File: config.mk
export PLATFORM = sky130hd
export DESIGN_NAME = best_fit_hole_allocator
export DESIGN_NICKNAME = d
export VERILOG_FILES = /design/src/rtl/bfha_pkg.sv /design/src/rtl/bfha_ctrl.sv /design/src/rtl/bfha_dp.sv /design/src/rtl/best_fit_hole_allocator.sv
export SDC_FILE = /design/constraint.sdc
export NUM_CORES = 1
export LEC_CHECK = 0
export BUFFER_PORTS_ARGS = -buffer_cell sky130_fd_sc_hd__buf_2
export CAP_MARGIN = 10
export CORE_MARGIN = 2
export CORE_UTILIZATION = 35
export CTS_CLUSTER_DIAMETER = 100
export DETAILED_ROUTE_END_ITERATION = 8
export SLEW_MARGIN = 20
export SYNTH_ARGS = -nofsm -noshare
export SYNTH_HDL_FRONTEND = slang
export SYNTH_SLANG_ARGS = --single-unit
File: constraint.sdc
create_clock -name clk -period 5.9 [get_ports clk]
set_input_delay 0.59 -clock clk [delete_from_list [all_inputs] [get_ports clk]]
set_output_delay 0.59 -clock clk [all_outputs]
set_load 0.01 [all_outputs]
File: src/rtl/bfha_pkg.sv
// Shared constants, codes and control types for the best-fit hole allocator.
// No dependencies; every other file in rtl/ imports this package.
`timescale 1ns / 1ps

package bfha_pkg;

  localparam int NUM_HOLES    = 8;
  localparam int SIZE_BITS    = 16;
  localparam int IDX_W        = (NUM_HOLES > 1) ? $clog2(NUM_HOLES) : 1;

  // Fixed field widths of the stream words
  localparam int HOLE_FIELD_W = 3;
  localparam int AMOUNT_W     = 16;
  localparam int PACK_W       = HOLE_FIELD_W + AMOUNT_W;
  localparam int TDATA_W      = ((PACK_W + 7) / 8) * 8;

  // Request kinds carried in tuser
  localparam logic REQ_LOAD  = 1'b0;
  localparam logic REQ_ALLOC = 1'b1;

  typedef enum logic [1:0] {
    ST_IDLE,
    ST_SCAN,
    ST_DONE
  } state_t;

  typedef struct packed {
    logic capture;    // take the input word, write table on a load
    logic scan_step;  // examine one hole, advance the scan index
    logic finish;     // load output register, write back the chosen hole
  } cmd_t;

  typedef struct packed {
    logic scan_last;  // scan index is on the last hole
    logic out_free;   // output register can take a word this cycle
  } sts_t;

endpackage

File: src/rtl/bfha_ctrl.sv
// Allocator sequencer: accepts a word, scans holes on an allocate, then
// hands the result to the output register. Depends on bfha_pkg.
`timescale 1ns / 1ps

module bfha_ctrl (
  input  logic          clk,
  input  logic          rst_n,
  input  logic          in_tvalid,
  output logic          in_tready,
  input  logic          in_kind,
  input  bfha_pkg::sts_t sts,
  output bfha_pkg::cmd_t cmd
);
  import bfha_pkg::*;

  state_t state_r, state_nxt;

  always_ff @(posedge clk) begin
    if (!rst_n) begin
      state_r <= ST_IDLE;
    end else begin
      state_r <= state_nxt;
    end
  end

  always_comb begin
    state_nxt = state_r;
    in_tready = 1'b0;
    cmd       = '0;
    case (state_r)
      ST_IDLE: begin
        in_tready = 1'b1;
        if (in_tvalid) begin
          cmd.capture = 1'b1;
          state_nxt   = (in_kind == REQ_ALLOC) ? ST_SCAN : ST_DONE;
        end
      end
      ST_SCAN: begin
        cmd.scan_step = 1'b1;
        if (sts.scan_last) begin
          state_nxt = ST_DONE;
        end
      end
      ST_DONE: begin
        // hold until the output register has room
        if (sts.out_free) begin
          cmd.finish = 1'b1;
          state_nxt  = ST_IDLE;
        end
      end
      default: begin
        state_nxt = ST_IDLE;
      end
    endcase
  end

endmodule

File: src/rtl/bfha_dp.sv
// Datapath: hole-size table, best-fit scan compare, result register.
// Driven by bfha_ctrl commands. Depends on bfha_pkg.
`timescale 1ns / 1ps

module bfha_dp (
  input  logic                              clk,
  input  logic                              rst_n,
  input  bfha_pkg::cmd_t                    cmd,
  output bfha_pkg::sts_t                    sts,
  input  logic                              in_kind,
  input  logic [bfha_pkg::HOLE_FIELD_W-1:0] in_hole,
  input  logic [bfha_pkg::AMOUNT_W-1:0]     in_amount,
  output logic                              out_tvalid,
  input  logic                              out_tready,
  output logic                              out_granted,
  output logic [bfha_pkg::HOLE_FIELD_W-1:0] out_hole,
  output logic [bfha_pkg::AMOUNT_W-1:0]     out_remain
);
  import bfha_pkg::*;

  logic [SIZE_BITS-1:0]    holes_r [NUM_HOLES];
  logic                    is_alloc_r;
  logic [SIZE_BITS-1:0]    amt_r;
  logic [IDX_W-1:0]        cnt_r;
  logic                    found_r;
  logic [IDX_W-1:0]        best_r;
  logic [SIZE_BITS-1:0]    best_left_r;
  logic                    out_valid_r;
  logic                    out_granted_r;
  logic [HOLE_FIELD_W-1:0] out_hole_r;
  logic [AMOUNT_W-1:0]     out_remain_r;

  logic [SIZE_BITS-1:0]    size_rd;
  logic [SIZE_BITS-1:0]    left;
  logic                    fits;
  logic                    better;
  logic                    load_ok;
  logic                    grant;

  assign size_rd = holes_r[cnt_r];
  assign fits    = (size_rd >= amt_r);
  assign left    = size_rd - amt_r;
  assign better  = fits && (!found_r || (left < best_left_r));
  assign load_ok = (32'(in_hole) < 32'(NUM_HOLES));
  assign grant   = is_alloc_r && found_r;

  assign sts.scan_last = (cnt_r == IDX_W'(NUM_HOLES - 1));
  assign sts.out_free  = !out_valid_r || out_tready;

  // hole table: load writes at capture, allocate writes back at finish
  always_ff @(posedge clk) begin
    if (!rst_n) begin
      for (int i = 0; i < NUM_HOLES; i++) begin
        holes_r[i] <= '0;
      end
    end else if (cmd.capture && (in_kind == REQ_LOAD) && load_ok) begin
      holes_r[IDX_W'(in_hole)] <= SIZE_BITS'(in_amount);
    end else if (cmd.finish && grant) begin
      holes_r[best_r] <= best_left_r;
    end
  end

  always_ff @(posedge clk) begin
    if (cmd.capture) begin
      is_alloc_r <= (in_kind == REQ_ALLOC);
      amt_r      <= SIZE_BITS'(in_amount);
    end
  end

  always_ff @(posedge clk) begin
    if (!rst_n) begin
      cnt_r   <= '0;
      found_r <= 1'b0;
    end else if (cmd.capture) begin
      cnt_r   <= '0;
      found_r <= 1'b0;
    end else if (cmd.scan_step) begin
      cnt_r <= cnt_r + IDX_W'(1);
      if (better) begin
        found_r <= 1'b1;
      end
    end
  end

  // strict compare keeps the lowest index on equal leftovers
  always_ff @(posedge clk) begin
    if (cmd.scan_step && better) begin
      best_r      <= cnt_r;
      best_left_r <= left;
    end
  end

  always_ff @(posedge clk) begin
    if (!rst_n) begin
      out_valid_r <= 1'b0;
    end else if (cmd.finish) begin
      out_valid_r <= 1'b1;
    end else if (out_tready) begin
      out_valid_r <= 1'b0;
    end
  end

  always_ff @(posedge clk) begin
    if (cmd.finish) begin
      out_granted_r <= grant;
      out_hole_r    <= grant ? HOLE_FIELD_W'(best_r) : '0;
      out_remain_r  <= grant ? AMOUNT_W'(best_left_r) : '0;
    end
  end

  assign out_tvalid  = out_valid_r;
  assign out_granted = out_granted_r;
  assign out_hole    = out_hole_r;
  assign out_remain  = out_remain_r;

endmodule

File: src/rtl/best_fit_hole_allocator.sv
// Best-fit hole allocator: a load word sets one hole size; its result is
// loaded into the output register at the finish step, and the next word can
// enter only after that. An allocate word scans all NUM_HOLES holes, one per
// cycle, before its finish step, and the next word likewise waits for it.
// A result held by out_tready holds the next word before its finish step.
// Synchronous active-low reset clears the hole table to zero and empties the
// output register.
`timescale 1ns / 1ps

module best_fit_hole_allocator (
  input  logic                         clk,
  input  logic                         rst_n,
  input  logic                         in_tvalid,
  output logic                         in_tready,
  // [2:0] hole_index, [18:3] amount, [23:19] zero
  input  logic [bfha_pkg::TDATA_W-1:0] in_tdata,
  // [0] req_type
  input  logic                         in_tuser,
  output logic                         out_tvalid,
  input  logic                         out_tready,
  // [2:0] chosen_hole, [18:3] remaining_size, [23:19] zero
  output logic [bfha_pkg::TDATA_W-1:0] out_tdata,
  // [0] granted
  output logic                         out_tuser
);
  import bfha_pkg::*;

  cmd_t                    cmd;
  sts_t                    sts;
  logic [HOLE_FIELD_W-1:0] out_hole;
  logic [AMOUNT_W-1:0]     out_remain;

  bfha_ctrl u_ctrl (
    .clk       (clk),
    .rst_n     (rst_n),
    .in_tvalid (in_tvalid),
    .in_tready (in_tready),
    .in_kind   (in_tuser),
    .sts       (sts),
    .cmd       (cmd)
  );

  bfha_dp u_dp (
    .clk         (clk),
    .rst_n       (rst_n),
    .cmd         (cmd),
    .sts         (sts),
    .in_kind     (in_tuser),
    .in_hole     (in_tdata[HOLE_FIELD_W-1:0]),
    .in_amount   (in_tdata[PACK_W-1:HOLE_FIELD_W]),
    .out_tvalid  (out_tvalid),
    .out_tready  (out_tready),
    .out_granted (out_tuser),
    .out_hole    (out_hole),
    .out_remain  (out_remain)
  );

  assign out_tdata = TDATA_W'({out_remain, out_hole});

  // an accepted word closes the input in the following cycle
  a_accept_closes: assert property (@(posedge clk) disable iff (!rst_n)
    (in_tvalid && in_tready) |=> !in_tready)
    else $error("input ready right after accepting a word");

  // a refused request reports zero index and size
  a_refused_zero: assert property (@(posedge clk) disable iff (!rst_n)
    (out_tvalid && !out_tuser) |-> (out_tdata == '0))
    else $error("non-granted result carries nonzero data");

  // a new result appears only after a word was in flight
  a_result_after_work: assert property (@(posedge clk) disable iff (!rst_n)
    $rose(out_tvalid) |-> $past(!in_tready))
    else $error("result appeared without a word in flight");

endmodule
==> results by group, run 1 <==
Run status
  – Status: complete, no violations

Global route
  – Largest net degree at the start of global routing: 38
  – Vias in the first global route: 5447
  – Total GRT Usage: 14.69%
  – Total grt overflow: 0
  – Global-route wire length before repair: 30.87 mm
  – Initial antenna violation count: 0

Clock tree
  – H-tree lvl count: 4
  – Post-cts sizing count: 0
  – Hold_buf cts: 0
  – Number of CTS-inserted buffers: 17
  – Clock sink count: 194
  – Clk_lat worst skew: 0.43 ns
  – CTS tree: done
  – Setup Buffers After CTS: 0
  – CTS Root Cell: clkbuf_16
  – Worst-path clk slew: 0.07 ns
  – Longest Clk Path Bufs: 2

Timing
  – Clock skew: 0.01060 ns
  – Slew Viols, Final: 0
  – Slew HR: 38.74%
  – Setup repair after global routing missed its margin: no
  – Setup TNS: 0 ns
  – Post-layout min period: 4.718 ns
  – Worst-Margin Slew: 0.9167 ns
  – Final setup viols: 0
  – Hold Vio Cnt, Final: 0
  – Worst hold slack: 0.3631 ns
  – Final period util: 79.96%
  – Fmax achieved: 212.0 MHz

Place
  – Placed cell areas: 0.009766 mm2
  – HPWL after DPL: 13.60 mm
  – Global placement routability congestion: 0.8566
  – IO Port Bufs: 45

Logic synthesis
  – Seq cells post-synth: 194
  – Synth Area per Inst: 13.13 um2
  – Most used DFF post-synth: edfxtp_1
  – Ys Warns: 0
  – Seq/Total Area, Yosys: 61.66%
  – Yosys cell types: 54
  – Async SR Flop Fraction: 0%
  – Mapped Area: 0.009285 mm2
  – Post-Syn Instances: 707
  – Post-synth EDFFs: 184

Detailed routing
  – TritonRoute pass-1 iters: 5
  – Via-to-Cell Ratio: 5.001
  – Vias: 5476
  – DRC Markers: 0
  – Wirelength per Cell: 18.28 um
  – 1st-iter DRT viols: 564
  – Routed wire length: 20.01 mm
  – Post-DRT Antenna Nets: 0

Floorplan
  – # rows: 59
  – I/O Pins: 56
  – Die area: 0.02785 mm2
  – Die Width: 166.9 um
  – Starting density of the core: 35.63%
  – Die height: 166.9 um
  – Core ar.: 0.02606 mm2

Final layout
  – Commonest non-fill, non-tap cell in the layout: edfxtp_1
  – Share of layout cells above drive strength 1: 19.47%
  – Final design utilization: 39.72%
  – Filler instances: 2446
  – Final Instance Area: 0.01035 mm2
  – Most frequent cells in the layout: edfxtp_1 (184), nor2_1 (157), buf_2 (45)
  – Area Overhead vs Synth: 11.47%
  – Final nets: 811
  – Ant. Diodes: 0

Power
  – Max VDD drop: 198.9 uV
  – Leakage: 3.995 nW
  – Pwr Density: 296.1 mW/mm2
  – Total power: 0.003064 W

Critical path
  – Cells on worst reg2reg path: 13
  – FF-to-FF setup slack: 1.18 ns
  – Worst Path Required: 6.01 ns
  – CP Class: flop to flop
  – R2r endpoint: u_dp.best_left_r[3]$_DFFE_PP_
  – Worst Path Arrival: 4.83 ns
  – Crit. End Element: flop
  – CP max FO: 19
  – Crit start category: flop
  – CP endpoint: u_dp.best_left_r[3]$_DFFE_PP_

Run
  – Max Cap Viol: 0

Hold path
  – Worst hold path class: input port to flop
[area by class of cell]
type	count	area [um2]	area share, %
clock inverters	10	87.58	0.8462
repair buffers	53	285.3	2.756
flip-flops and latches	194	5727	55.33
inverters	39	146.4	1.414
well taps	335	419.2	4.050
multi-input cells	442	3188	30.80
clock buffers	22	496.7	4.799
[per-stage QoR]
stage          std cells  worst slack (ns)
2_1_floorplan        711             1.493
3_3_place_gp        1063             1.172
3_5_place_dp        1063             1.141
4_1_cts             1095             1.099
5_1_grt             1095            0.8387
6_report            1095             1.182
[worst min-delay path by stage]
| stage | cells past startpoint | start | slack (ns) | endpoint |
|---|---|---|---|---|
| after floorplan | 0 | u_dp.cnt_r[1]$_SDFFE_PP0P_ | 0.44 | u_dp.best_r[1]$_DFFE_PP_ |
| after global placement | 0 | u_dp.cnt_r[1]$_SDFFE_PP0P_ | 0.45 | u_dp.best_r[1]$_DFFE_PP_ |
| after detailed placement | 0 | u_dp.cnt_r[1]$_SDFFE_PP0P_ | 0.46 | u_dp.best_r[1]$_DFFE_PP_ |
| after CTS | 1 | in_tdata[14] | 0.34 | u_dp.amt_r[11]$_DFFE_PP_ |
| after global routing | 1 | in_tdata[14] | 0.34 | u_dp.amt_r[11]$_DFFE_PP_ |
| final | 1 | in_tdata[14] | 0.36 | u_dp.amt_r[11]$_DFFE_PP_ |
[registers in the layout (all words and copies together), names as in the netlist, 2 cells and up, named ones only]
signal	cells
u_dp.best_left_r	16
u_dp.cnt_r	3
u_ctrl.state_r	2
u_dp.holes_r	128
u_dp.best_r	3
u_dp.out_remain	16
u_dp.out_hole	3
u_dp.amt_r	16
[Yosys cell counts (6+ instances only)]
| master | count | area [um2] |
|---|---|---|
| edfxtp_1 | 184 | 5525 |
| nor2_1 | 157 | 589.3 |
| a21oi_1 | 41 | 205.2 |
| inv_1 | 39 | 146.4 |
| ha_1 | 34 | 425.4 |
| mux4_2 | 32 | 720.7 |
| nand2_1 | 24 | 90.09 |
| and3_1 | 20 | 125.1 |
| mux2_2 | 18 | 202.7 |
| clkbuf_1 | 13 | 48.80 |
| buf_6 | 10 | 112.6 |
| dfxtp_1 | 10 | 200.2 |
| nand2b_1 | 10 | 62.56 |
| o21ai_0 | 10 | 50.05 |
| nand2_2 | 8 | 50.05 |
| mux2i_1 | 7 | 70.07 |
| and2_1 | 6 | 37.54 |
| buf_2 | 6 | 30.03 |
| buf_4 | 6 | 45.04 |
| nand4_1 | 6 | 37.54 |
[power by group]
group	internal (W)	switching, W	leakage (nW)
Combinational	0.000132	0.000202	1.78
Sequential	0.00157	0.0000211	1.93
Clock	0.000615	0.000524	0.288
Total	0.00232	0.000747	4.00
[per-layer routing]
layer | vias to the layer above | track usage (%) | wire length [um]
met2 | 123 | 25.30 | 10020
met4 | 0 | 4.385 | 231
met5 | - | 0 | 0
met3 | 15 | 2.733 | 825
met1 | 2694 | 18.90 | 8931
li1 | 2644 | - | -
[cells by family after synthesis]
family / share of synthesized area, %
xor+xnor: 0.9432
mux: 10.70
simple gates: 12.13
fa+ha+maj: 4.797
other cells: 0.04039
compound gates: 5.565
buf+inv: 4.164
flops: 61.66
[worst max-delay path, cell delays in order (launching register included)]
cell      delay (ns)
dfxtp_2         0.61
buf_4           0.41
mux4_2          0.56
mux2_2          0.29
ha_1            0.39
nand2_1         0.07
o21ai_0         0.38
a211oi_1        0.21
o311ai_0        0.48
ha_1            0.34
and3_1          0.16
nand3_1         0.08
o211a_1         0.15
buf_4           0.26
(Power assumes the default switching activity.)
==> inputs of run 2 (changes only) <==
==> constraint.sdc (replaced) <==
create_clock -name clk -period 4.89 [get_ports clk]
set_input_delay 0.489 -clock clk [delete_from_list [all_inputs] [get_ports clk]]
set_output_delay 0.489 -clock clk [all_outputs]
set_load 0.01 [all_outputs]
==> run 2 against run 1 <==
Effect of this change: first-iteration DRC count is 20% lower; critical path depth grew 2; global-route usage rose by 0.19 points.
==> results by group, run 2 (synthesized netlist as in run 1, its figures left out) <==
Detailed routing
  – 1st-iter DRT viols: 451 (-20%)
  – TritonRoute pass-1 iters: 4 (-1)
  – Vias: 5598 (+2.2%)
  – Wirelength per Cell: 18.35 um (+0.42%)
  – Post-DRT Antenna Nets: 0 (unchanged)
  – DRC Markers: 0 (unchanged)
  – Via-to-Cell Ratio: 5.075 (+1.5%)
  – Routed wire length: 20.24 mm (+1.1%)

Critical path
  – Cells on worst reg2reg path: 15 (+2)
  – CP max FO: 19 (unchanged)
  – FF-to-FF setup slack: 0.41 ns (-0.78 ns)
  – R2r endpoint: u_dp.best_left_r[2]$_DFFE_PP_
  – Crit path cell chain: buf_12 -> mux4_2 -> mux2_2 -> ha_1 -> and4_1 -> a31o_2 -> a21oi_1 -> mux2i_1 -> o211ai_1 -> ha_1 -> a21oi_1 -> o21ai_0 -> nand2_1 -> o211a_1 -> buf_12
  – Crit. End Element: flop
  – Worst Path Arrival: 4.62 ns (-0.21 ns)
  – Crit start category: flop
  – Worst path max stage delay: 0.61 ns (about the same)
  – CP Class: flop to flop
  – Worst Path Required: 5.03 ns (-0.98 ns)
  – Worst path slowest cell: dfxtp_2

Global route
  – Largest net degree at the start of global routing: 32 (-16%)
  – Global-route wire length before repair: 31.29 mm (+1.4%)
  – Total grt overflow: 0 (unchanged)
  – Initial antenna violation count: 0 (unchanged)
  – Total GRT Usage: 14.88% (+0.19 points)
  – Vias in the first global route: 5612 (+3.0%)

Timing
  – Fmax achieved: 223.0 MHz (+5.2%)
  – Hold Vio Cnt, Final: 0 (unchanged)
  – Setup TNS: 0 ns (unchanged)
  – Post-layout min period: 4.485 ns (-0.2332 ns)
  – Setup repair after global routing missed its margin: no
  – Clock skew: 0.01262 ns (+0.002014 ns)
  – Slew Viols, Final: 0 (unchanged)
  – PnR worst setup slack: 0.4054 ns (-0.7768 ns)
  – Worst-Margin Slew: 0.8405 ns (-0.07616 ns)
  – Slew HR: 43.96% (+5.2 points)
  – Final setup viols: 0 (unchanged)
  – Final period util: 91.71% (+12 points)

Run
  – Max Cap Viol: 0 (unchanged)

Place
  – Pre-CTS setup slack: 0.3661 ns (-0.7748 ns)
  – Global placement routability congestion: 0.8203 (-4.2%)
  – Placed cell areas: 0.009876 mm2 (+1.1%)
  – HPWL after DPL: 14.19 mm (+4.4%)
  – IO Port Bufs: 45 (unchanged)

Clock tree
  – Clk_lat worst skew: 0.44 ns (about the same)
  – Clock sink count: 194 (unchanged)
  – CTS tree: done
  – CTS Root Cell: clkbuf_16
  – Setup Buffers After CTS: 0 (unchanged)
  – Worst-path clk slew: 0.07 ns (about the same)
  – Post-cts sizing count: 0 (unchanged)
  – H-tree lvl count: 4 (unchanged)
  – Number of CTS-inserted buffers: 17 (unchanged)
  – Hold_buf cts: 0 (unchanged)
  – Longest Clk Path Bufs: 2 (unchanged)

Floorplan
  – Die area: 0.02785 mm2 (unchanged)
  – Die height: 166.9 um (unchanged)
  – # rows: 59 (unchanged)
  – I/O Pins: 56 (unchanged)
  – Starting density of the core: 35.63% (unchanged)
  – Die Width: 166.9 um (unchanged)
  – Core ar.: 0.02606 mm2 (unchanged)

Final layout
  – Largest register FFs: 128 (unchanged)
  – Final Instance Area: 0.01049 mm2 (+1.3%)
  – Final nets: 819 (+0.99%)
  – Share of layout cells above drive strength 1: 20.31% (+0.84 points)
  – Most frequent cells in the layout: edfxtp_1 (184), nor2_1 (157), buf_2 (45)
  – Area Overhead vs Synth: 12.94%
  – Commonest non-fill, non-tap cell in the layout: edfxtp_1
  – Ant. Diodes: 0 (unchanged)
  – Largest Register: u_dp.holes_r

Hold path
  – Hold depth: 1 (unchanged)
  – Worst hold path class: input port to flop
  – Hold path start: in_tdata[5]
  – Endpoint, Worst Hold: u_dp.amt_r[2]$_DFFE_PP_

Power
  – Max VDD drop: 246.5 uV (+24%)
  – Leakage: 4.061 nW (+1.7%)
  – Pwr Density: 357.9 mW/mm2 (+21%)

Run status
  – Status: complete, no violations
[run 2: cell count changes in the layout (fill, tap and decap cells not counted), sizes merged]
cell and change:
clkinv +2, clkinvlp -1, inv -3, bufinv +1
clkbuf +1, buf +8
[run 2: per-layer routing]
metal	global-route usage [%]	part of all wire, %	up-vias
li1	-	-	2658
met1	18.77	42	2801
met2	26.16	52	126
met3	2.852	5.1	13
met4	4.048	1.0	0
met5	0	0	-
[run 2: area by class of cell]
type,count,area [um2]
timing repair buffer,61,395.4
multi-input combinational,442,3188
clock buffer,23,521.8
clock inverter,9,88.84
inverter,39,146.4
sequential,194,5727
fill,2433,15570
tap,335,419.2
[run 2: worst max-delay path, delay by kind of cell (launching register included)]
kind	cells	cell delay, ns
multiplexers	3	1.04
AO/OA/AOI/OAI	6	0.99
adder cells (fa/ha/maj)	2	0.75
flip-flops	1	0.61
buffers and inverters	2	0.43
AND/OR/NAND/NOR	2	0.36
[run 2: worst max path at each step]
stage | from | to | slack (ns) | cells past startpoint
finish | flop | u_dp.best_left_r[2]$_DFFE_PP_ | 0.41 | 15
global route | flop | u_dp.best_left_r[2]$_DFFE_PP_ | 0.11 | 15
CTS | flop | u_dp.best_left_r[2]$_DFFE_PP_ | 0.36 | 15
detailed placement | flop | u_dp.best_r[1]$_DFFE_PP_ | 0.37 | 15
global placement | flop | u_dp.best_r[1]$_DFFE_PP_ | 0.40 | 15
floorplan | flop | u_dp.best_left_r[0]$_DFFE_PP_ | 0.48 | 16
[run 2: stage by stage]
step                      hold slack, ns  power, W  util (%)  std cells
after detailed placement          0.4550  0.002371     37.90       1071
after CTS                         0.2460  0.003786     40.24       1103
after global routing              0.2513  0.003892     40.24       1103
final                             0.2610  0.003753     40.24       1103
after global placement            0.4572  0.002363     37.90       1071
after floorplan                   0.4351  0.002245         -        711
[run 2: power by group]
group | internal, W | total [W] | switching, W
registers | 0.00189 | 0.00192 | 0.0000255
clock network | 0.000814 | 0.00142 | 0.000608
logic | 0.000167 | 0.000413 | 0.000245
